[config.mk]
export PLATFORM = sky130hd
export DESIGN_NAME = pattern_occurrence_counter
export DESIGN_NICKNAME = d
export VERILOG_FILES = /design/src/rtl/core/poc_pkg.sv /design/src/rtl/core/poc_cell.sv /design/src/rtl/core/poc_outbuf.sv /design/src/rtl/core/pattern_occurrence_counter.sv
export SDC_FILE = /design/constraint.sdc
export NUM_CORES = 1
export LEC_CHECK = 0
export ABC_AREA = 1
export BUFFER_PORTS_ARGS = -buffer_cell sky130_fd_sc_hd__clkbuf_2
export CAP_MARGIN = 20
export CORE_ASPECT_RATIO = 1.25
export CORE_MARGIN = 8
export CORE_UTILIZATION = 44
export CTS_CLUSTER_DIAMETER = 80
export CTS_CLUSTER_SIZE = 8
export DETAILED_ROUTE_END_ITERATION = 7
export HOLD_SLACK_MARGIN = 0.02
export SYNTH_ARGS = -nofsm -noshare
export SYNTH_HDL_FRONTEND = slang
export SYNTH_SLANG_ARGS = --single-unit
[constraint.sdc]
create_clock -name clk -period 14 [get_ports clk]
set_input_delay 2.1 -clock clk [delete_from_list [all_inputs] [get_ports clk]]
set_output_delay 2.1 -clock clk [all_outputs]
set_load 0.005 [all_outputs]
[src/rtl/core/poc_pkg.sv]
`timescale 1ns / 1ps
`default_nettype none
package poc_pkg;

  localparam int MAX_PATTERN = 16;
  localparam int COUNT_BITS  = 32;
  localparam int REG_BYTES   = 16;
  localparam int WIN_DEPTH   = REG_BYTES - 1;
  localparam int LEN_BITS    = 5;
  localparam int OUT_BITS    = 32;
  localparam int LEN_CAP     = (MAX_PATTERN < REG_BYTES) ? MAX_PATTERN : REG_BYTES;
  localparam int WIDE_BITS   = (COUNT_BITS > OUT_BITS) ? COUNT_BITS : OUT_BITS;

  localparam logic [1:0] CFG_PATTERN_LENGTH = 2'd0;
  localparam logic [1:0] CFG_PATTERN_LOW    = 2'd1;
  localparam logic [1:0] CFG_PATTERN_HIGH   = 2'd2;

  typedef logic [LEN_BITS-1:0]   len_t;
  typedef logic [COUNT_BITS-1:0] count_t;
  typedef logic [7:0]            byte_t;

  typedef struct packed {
    logic [7:0] data_byte;
    logic       line_end;
    logic       file_end;
  } in_item_t;

  typedef struct packed {
    logic [31:0] file_count;
    logic        match_here;
    logic        file_done;
    logic        new_best;
    logic [31:0] best_count;
  } out_item_t;

  function automatic logic [OUT_BITS-1:0] sat_out(input count_t v);
    logic [WIDE_BITS-1:0] ext;
    logic [WIDE_BITS-1:0] lim;
    begin
      ext = WIDE_BITS'(v);
      lim = WIDE_BITS'({OUT_BITS{1'b1}});
      if (ext > lim) begin
        sat_out = '1;
      end else begin
        sat_out = ext[OUT_BITS-1:0];
      end
    end
  endfunction

endpackage
`default_nettype wire

[src/rtl/core/poc_cell.sv]
`timescale 1ns / 1ps
`default_nettype none
module poc_cell (
  input  wire logic          clk,
  input  wire logic          rst_n,
  input  wire logic          shift_en,
  input  wire poc_pkg::byte_t byte_in,
  input  wire logic          cmp_en,
  input  wire poc_pkg::byte_t pat_byte,
  output poc_pkg::byte_t     byte_out,
  output logic               eq
);
  import poc_pkg::*;

  byte_t byte_r;
  byte_t byte_nxt;

  always_comb begin
    byte_nxt = shift_en ? byte_in : byte_r;
  end

  always_ff @(posedge clk) begin
    if (!rst_n) begin
      byte_r <= '0;
    end else begin
      byte_r <= byte_nxt;
    end
  end

  assign byte_out = byte_r;
  assign eq       = !cmp_en || (byte_r == pat_byte);

endmodule
`default_nettype wire

[src/rtl/core/poc_outbuf.sv]
`timescale 1ns / 1ps
`default_nettype none
module poc_outbuf (
  input  wire logic               clk,
  input  wire logic               rst_n,
  input  wire logic               push,
  input  wire poc_pkg::out_item_t item_in,
  output logic                    full,
  output logic                    out_valid,
  input  wire logic               out_stall,
  output poc_pkg::out_item_t      out_item
);
  import poc_pkg::*;

  logic      out_valid_r, out_valid_nxt;
  logic      skid_valid_r, skid_valid_nxt;
  out_item_t out_item_r, out_item_nxt;
  out_item_t skid_item_r, skid_item_nxt;
  logic      take;

  assign take = out_valid_r && !out_stall;

  always_comb begin
    out_valid_nxt  = out_valid_r;
    skid_valid_nxt = skid_valid_r;
    out_item_nxt   = out_item_r;
    skid_item_nxt  = skid_item_r;
    if (skid_valid_r) begin
      if (take) begin
        out_item_nxt   = skid_item_r;
        skid_valid_nxt = 1'b0;
      end
    end else if (push) begin
      if (!out_valid_r || take) begin
        out_item_nxt  = item_in;
        out_valid_nxt = 1'b1;
      end else begin
        skid_item_nxt  = item_in;
        skid_valid_nxt = 1'b1;
      end
    end else if (take) begin
      out_valid_nxt = 1'b0;
    end
  end

  always_ff @(posedge clk) begin
    if (!rst_n) begin
      out_valid_r  <= 1'b0;
      skid_valid_r <= 1'b0;
    end else begin
      out_valid_r  <= out_valid_nxt;
      skid_valid_r <= skid_valid_nxt;
    end
  end

  always_ff @(posedge clk) begin
    out_item_r  <= out_item_nxt;
    skid_item_r <= skid_item_nxt;
  end

  assign full      = skid_valid_r;
  assign out_valid = out_valid_r;
  assign out_item  = out_item_r;

endmodule
`default_nettype wire

[src/rtl/core/pattern_occurrence_counter.sv]
// Channel | Direction | Handshake               | Payload
// in      | input     | in_valid / in_stall     | in_item (data_byte, line_end, file_end)
// out     | output    | out_valid / out_stall   | out_item (counts and flags)
// cfg     | input     | cfg_valid / cfg_ready   | cfg_index, cfg_data
//
// One byte per cycle while in_stall is low; its result is registered into the output buffer.
// All window compares run at once in a row of 15 byte cells.
// A two-entry output buffer takes one more byte while out_stall holds the first entry;
// in_stall rises only while both entries are held.
// rst_n is synchronous: clears the window, counts, best and pattern registers.
`timescale 1ns / 1ps
`default_nettype none
module pattern_occurrence_counter (
  input  wire logic               clk,
  input  wire logic               rst_n,
  input  wire logic               in_valid,
  output logic                    in_stall,
  input  wire poc_pkg::in_item_t  in_item,
  output logic                    out_valid,
  input  wire logic               out_stall,
  output poc_pkg::out_item_t      out_item,
  input  wire logic               cfg_valid,
  output logic                    cfg_ready,
  input  wire logic [1:0]         cfg_index,
  input  wire logic [63:0]        cfg_data
);
  import poc_pkg::*;

  len_t        pattern_length_r, pattern_length_nxt;
  logic [63:0] pattern_low_r, pattern_low_nxt;
  logic [63:0] pattern_high_r, pattern_high_nxt;
  logic [3:0]  fill_r, fill_nxt;
  logic [3:0]  skip_r, skip_nxt;
  count_t      running_r, running_nxt;
  count_t      best_r, best_nxt;

  byte_t       pat_bytes [REG_BYTES];
  byte_t       win_bytes [WIN_DEPTH];
  byte_t       cell_pat  [WIN_DEPTH];
  logic [WIN_DEPTH-1:0] cell_en;
  logic [WIN_DEPTH-1:0] cell_eq;
  len_t        len_eff;
  len_t        last_idx;
  logic        accept;
  logic        match;
  logic        better;
  count_t      count_inc;
  out_item_t   result;
  logic        buf_full;

  assign accept    = in_valid && !in_stall;
  assign cfg_ready = 1'b1;
  assign in_stall  = buf_full;

  always_comb begin
    pattern_length_nxt = pattern_length_r;
    pattern_low_nxt    = pattern_low_r;
    pattern_high_nxt   = pattern_high_r;
    if (cfg_valid) begin
      case (cfg_index)
        CFG_PATTERN_LENGTH: pattern_length_nxt = cfg_data[LEN_BITS-1:0];
        CFG_PATTERN_LOW:    pattern_low_nxt    = cfg_data;
        CFG_PATTERN_HIGH:   pattern_high_nxt   = cfg_data;
        default: ;
      endcase
    end
  end

  always_comb begin
    for (int k = 0; k < REG_BYTES; k++) begin
      pat_bytes[k] = (k < 8) ? pattern_low_r[8*(k%8) +: 8] : pattern_high_r[8*(k%8) +: 8];
    end
  end

  assign len_eff  = (pattern_length_r > len_t'(LEN_CAP)) ? len_t'(LEN_CAP) : pattern_length_r;
  assign last_idx = len_eff - len_t'(1);

  generate
    for (genvar j = 0; j < WIN_DEPTH; j++) begin : g_cell
      len_t pidx;
      assign pidx        = len_eff - len_t'(j + 2);
      assign cell_en[j]  = len_eff >= len_t'(j + 2);
      assign cell_pat[j] = pat_bytes[pidx[3:0]];
      poc_cell u_cell (
        .clk      (clk),
        .rst_n    (rst_n),
        .shift_en (accept),
        .byte_in  ((j == 0) ? in_item.data_byte : win_bytes[(j == 0) ? 0 : j - 1]),
        .cmp_en   (cell_en[j]),
        .pat_byte (cell_pat[j]),
        .byte_out (win_bytes[j]),
        .eq       (cell_eq[j])
      );
    end
  endgenerate

  always_comb begin
    match = (len_eff != '0) && (skip_r == '0)
         && ({1'b0, fill_r} + len_t'(1) >= len_eff)
         && (pat_bytes[last_idx[3:0]] == in_item.data_byte)
         && (&cell_eq);

    count_inc = running_r;
    if (match && (running_r != '1)) begin
      count_inc = running_r + count_t'(1);
    end

    if (match) begin
      skip_nxt = last_idx[3:0];
    end else if (skip_r != '0) begin
      skip_nxt = skip_r - 4'd1;
    end else begin
      skip_nxt = skip_r;
    end
    fill_nxt = (fill_r != 4'd15) ? fill_r + 4'd1 : fill_r;
    if (in_item.line_end || in_item.file_end) begin
      skip_nxt = '0;
      fill_nxt = '0;
    end

    better      = 1'b0;
    best_nxt    = best_r;
    running_nxt = count_inc;
    if (in_item.file_end) begin
      running_nxt = '0;
      if (count_inc > best_r) begin
        better   = 1'b1;
        best_nxt = count_inc;
      end
    end

    result.file_count = sat_out(count_inc);
    result.match_here = match;
    result.file_done  = in_item.file_end;
    result.new_best   = better;
    result.best_count = sat_out(best_nxt);
  end

  always_ff @(posedge clk) begin
    if (!rst_n) begin
      pattern_length_r <= '0;
      pattern_low_r    <= '0;
      pattern_high_r   <= '0;
      fill_r           <= '0;
      skip_r           <= '0;
      running_r        <= '0;
      best_r           <= '0;
    end else begin
      pattern_length_r <= pattern_length_nxt;
      pattern_low_r    <= pattern_low_nxt;
      pattern_high_r   <= pattern_high_nxt;
      if (accept) begin
        fill_r    <= fill_nxt;
        skip_r    <= skip_nxt;
        running_r <= running_nxt;
        best_r    <= best_nxt;
      end
    end
  end

  poc_outbuf u_outbuf (
    .clk       (clk),
    .rst_n     (rst_n),
    .push      (accept),
    .item_in   (result),
    .full      (buf_full),
    .out_valid (out_valid),
    .out_stall (out_stall),
    .out_item  (out_item)
  );

endmodule
`default_nettype wire

==> impl_metrics.toml <==
[status]
outcome = "completed"

[floorplanning]
die_h_microns = 304
pin_count = 151
fp-row-count = 106
start_util_pct = 44.1
coreArea_sq_um = 66400
die-width_microns = 247
dieArea_sq_um = 75100

[final_layout]
syn2layout_area_growth_pct = 9.60
fin_cells = 5519
fin_nets = 4743
fillCellCount = 7055
final_layout_size_suffix_gt1_share_pct = 6.88

[route]
via_count = 30300
post_drt_wl_per_cell_microns = 21.0
drcViolationCount = 0
drt_iter0_markers = 2611
via_per_inst = 5.50
first_pass_iters = 6
drt_wl_total_microns = 116000
ant_nets = 0

[worst_setup_path]
cp_max_fo = 49
path_class = "register to register"
cpPeakStageDelay_ps = 1050
crit_path_end_kind = "register"
worstSetupStartpoint = "pattern_length_r[0]$_SDFFE_PN0P_"
rr_endpoint = "u_outbuf.out_item[10]$_DFFE_PP_"
r2r-start = "pattern_length_r[0]$_SDFFE_PN0P_"
cp_common_cell = "nand2_1"
cp.required_ps = 14310
crit_path_start_kind = "register"
reg2regPathDepth = 34
crit_slowest_cell = "dfxtp_1"
crit_arrival_ps = 8880
reg2reg_slack_ps = 5430

[yosys]
async_flop_share_pct = 0
synth.area.top_cells = "dfxtp_1 (22%), nand2_1 (22%), edfxtp_1 (14%)"
yosysSeqAreaShare_pct = 36.1
synth_top_area_share_pct = 22.3
synth_edf_count = 134
synthMuxAreaShare_pct = 0
avgSynthCellArea_sq_um = 6.32
synth_cell_types = 41
synthCells = 4634
ys_seq_elements = 461
yosys.area.top_type = "dfxtp_1"
yosys.area_share.simple_pct = 37.9
synth-compound-area-share_pct = 14.1
synth_nets = 4758
synthAdderAreaFrac_pct = 1.84
ys_warn_count = 0
synth-xor-area-share_pct = 0.120
yosys_most_used_dff = "dfxtp_1"
synth_top_family_by_area = "simple AND/OR/NAND/NOR gates"
syn-cell-area_sq_um = 29300

[grt]
grt_use_met3_pct = 4.38
met1_usage_pct = 36.0
top_usage_layer = "met2"
grt-ovfl-total = 0
antenna_found_initial = 1
met2_usage_pct = 50.6
grt_first_pass_wirelength_microns = 172000
grt_usage_pct = 29.9
grt_start_max_net_pins = 234
grt_pass1_vias = 27500

[clocking]
clockRootBuffer = "clkbuf_16"
numCtsBuffers = 68
cts_setup_buffers = 0
cts_tree = "yes"
path_clk_slew_ps = 60
clk_latency_ps = 640
cts_resized = 0
cts-hold-fix-buffers = 0
clock_path_buffers = 3
clock_sinks = 461
h-tree-depth = 3

[placed_design]
gp_congestion = 1.00
portBuffers = 149
dpl.hpwl_microns = 86800
dp.cells = 5413

[worst_hold_path]
hold_start = "pattern_high_r[44]$_SDFFE_PN0P_"
hp-class = "register to register"
whs_endpoint = "pattern_high_r[44]$_SDFFE_PN0P_"
min_path_cells = 2

[timing]
min_period_ps = 8570
fin_skew_ps = 34.9
setup_viol = 0
fin_tns_setup_ps = 0
hold_viol = 0
rsz0062_at_grt = "no"
worst_slew_pin_slew_ps = 1260
relSlewSlack_pct = 16.3
slew_violations = 0
fin_crit_sh_pct = 61.2
fmax_mhz = 117

[run]
drv_cap = 0

[power]
max-vdd-ir-drop_v = 0.0000986
powerDensity_nw_per_um2 = 124
leakagePower_nw = 15.1
==> synthesized netlist by cell type, types with 2 or more instances <==
master and instances:
nand2_2 9, nand3_1 592, buf_2 66, buf_1 13
nand2_1 1724, xor2_1 4, nand2_4 6, inv_2 20
or2_2 2, nand3_2 10, clkbuf_1 132, inv_1 417
a21oi_1 317, buf_4 35, o211ai_1 14, nand3b_1 49
o21ai_0 388, o21ai_1 53, clkinv_1 3, ha_1 43
buf_6 13, nor3_1 14, nor2_1 168, a211oi_1 3
dfxtp_1 327, nor2_2 4, nor2_4 6, nand4_1 29
edfxtp_1 134, nor4_1 4, a31oi_1 25
==> where the power goes <==
part           leakage (nW)  switching, mW  internal (mW)
combinational          10.2          0.656          0.252
sequential             4.03         0.0543           1.45
clock                 0.948          0.647          0.927
total                  15.1           1.36           2.63
==> stage by stage <==
stage	util [%]	cell area (sq um)	power (mW)	worst slack, ps	hold WS, ps
5_1_grt	48.3	32100	4.17	4870	476
6_report	48.3	32100	3.99	5430	460
2_1_floorplan	-	29300	2.12	7420	434
3_5_place_dp	45.3	30100	2.43	5570	453
4_1_cts	48.3	32100	4.00	5540	460
3_3_place_gp	45.3	30100	2.42	5670	447
==> worst max-delay path by stage <==
stage	cells past startpoint	to
CTS	34	u_outbuf.out_item[10]$_DFFE_PP_
global placement	34	u_outbuf.out_item[31]$_DFFE_PP_
floorplan	5	u_outbuf.out_item[0]$_DFFE_PP_
detailed placement	34	u_outbuf.out_item[10]$_DFFE_PP_
global route	36	u_outbuf.out_item[10]$_DFFE_PP_
finish	34	u_outbuf.out_item[10]$_DFFE_PP_
==> layout make-up <==
type / count / area (sq um) / share of cell area [%]
well taps: 864 / 1080 / 3.37
diodes: 1 / 2.50 / 0.00779
flip-flops and latches: 461 / 10600 / 32.9
repair buffers: 174 / 965 / 3.00
multi-input cells: 3473 / 15900 / 49.4
inverters: 441 / 1660 / 5.17
clock inverters: 8 / 146 / 0.456
clock buffers: 97 / 1830 / 5.70
==> routing by layer <==
layer / vias up / share of wire [%]
met2: 1115 / 48
met4: 0 / 6.0
met3: 246 / 6.2
met5: - / 0
met1: 13900 / 40
li1: 15100 / -
==> critical path, delay by kind of cell (launching register included) <==
kind / cells / cell delay [ps]
AND/OR/NAND/NOR: 23 / 3950
buffers and inverters: 6 / 1860
adder cells (fa/ha/maj): 2 / 960
AO/OA/AOI/OAI: 3 / 300
flip-flops: 1 / 1050
==> cell usage in the layout, fill, tap and decap left out, types with 2 or more instances in the layout <==
cell type	n
nand2_1	1724
nand3_1	590
inv_1	417
o21ai_0	388
dfxtp_1	325
a21oi_1	316
nor2_1	166
clkbuf_2	148
edfxtp_1	134
clkbuf_16	69
o21ai_1	53
nand3b_1	49
ha_1	43
nand4_1	29
clkbuf_1	28
a31oi_1	25
buf_4	23
inv_2	19
o211ai_1	14
nor3_1	13
nand3_2	10
nand2_2	9
nor2_4	8
nand2_4	5
nor2_2	4
xor2_1	4
nor4_1	4
clkinv_1	3
a211oi_1	3
nand3_4	3
clkinv_8	3
or2_2	2
dfxtp_2	2
buf_12	2
==> sequential cells by signal, indices dropped and copies added, names as in the netlist <==
signal and cells:
u_outbuf.skid_item_r 67, pattern_low_r 64, g_cell.u_cell.byte_out 120, running_r 32, u_outbuf.out_valid 1, pattern_length_r 5
pattern_high_r 64, best_r 32, skip_r 4, u_outbuf.out_item 67, u_outbuf.full 1, fill_r 4
==> logic make-up after synthesis <==
family | after synthesis
DFF | 461
xor gates and xnor gates | 4
adders and majority gates | 43
buffers and inverters | 700
and+or+nand+nor | 2621
AOI/OAI and AO/OA | 804
other | 1
Power figures use the tool's default switching activity.
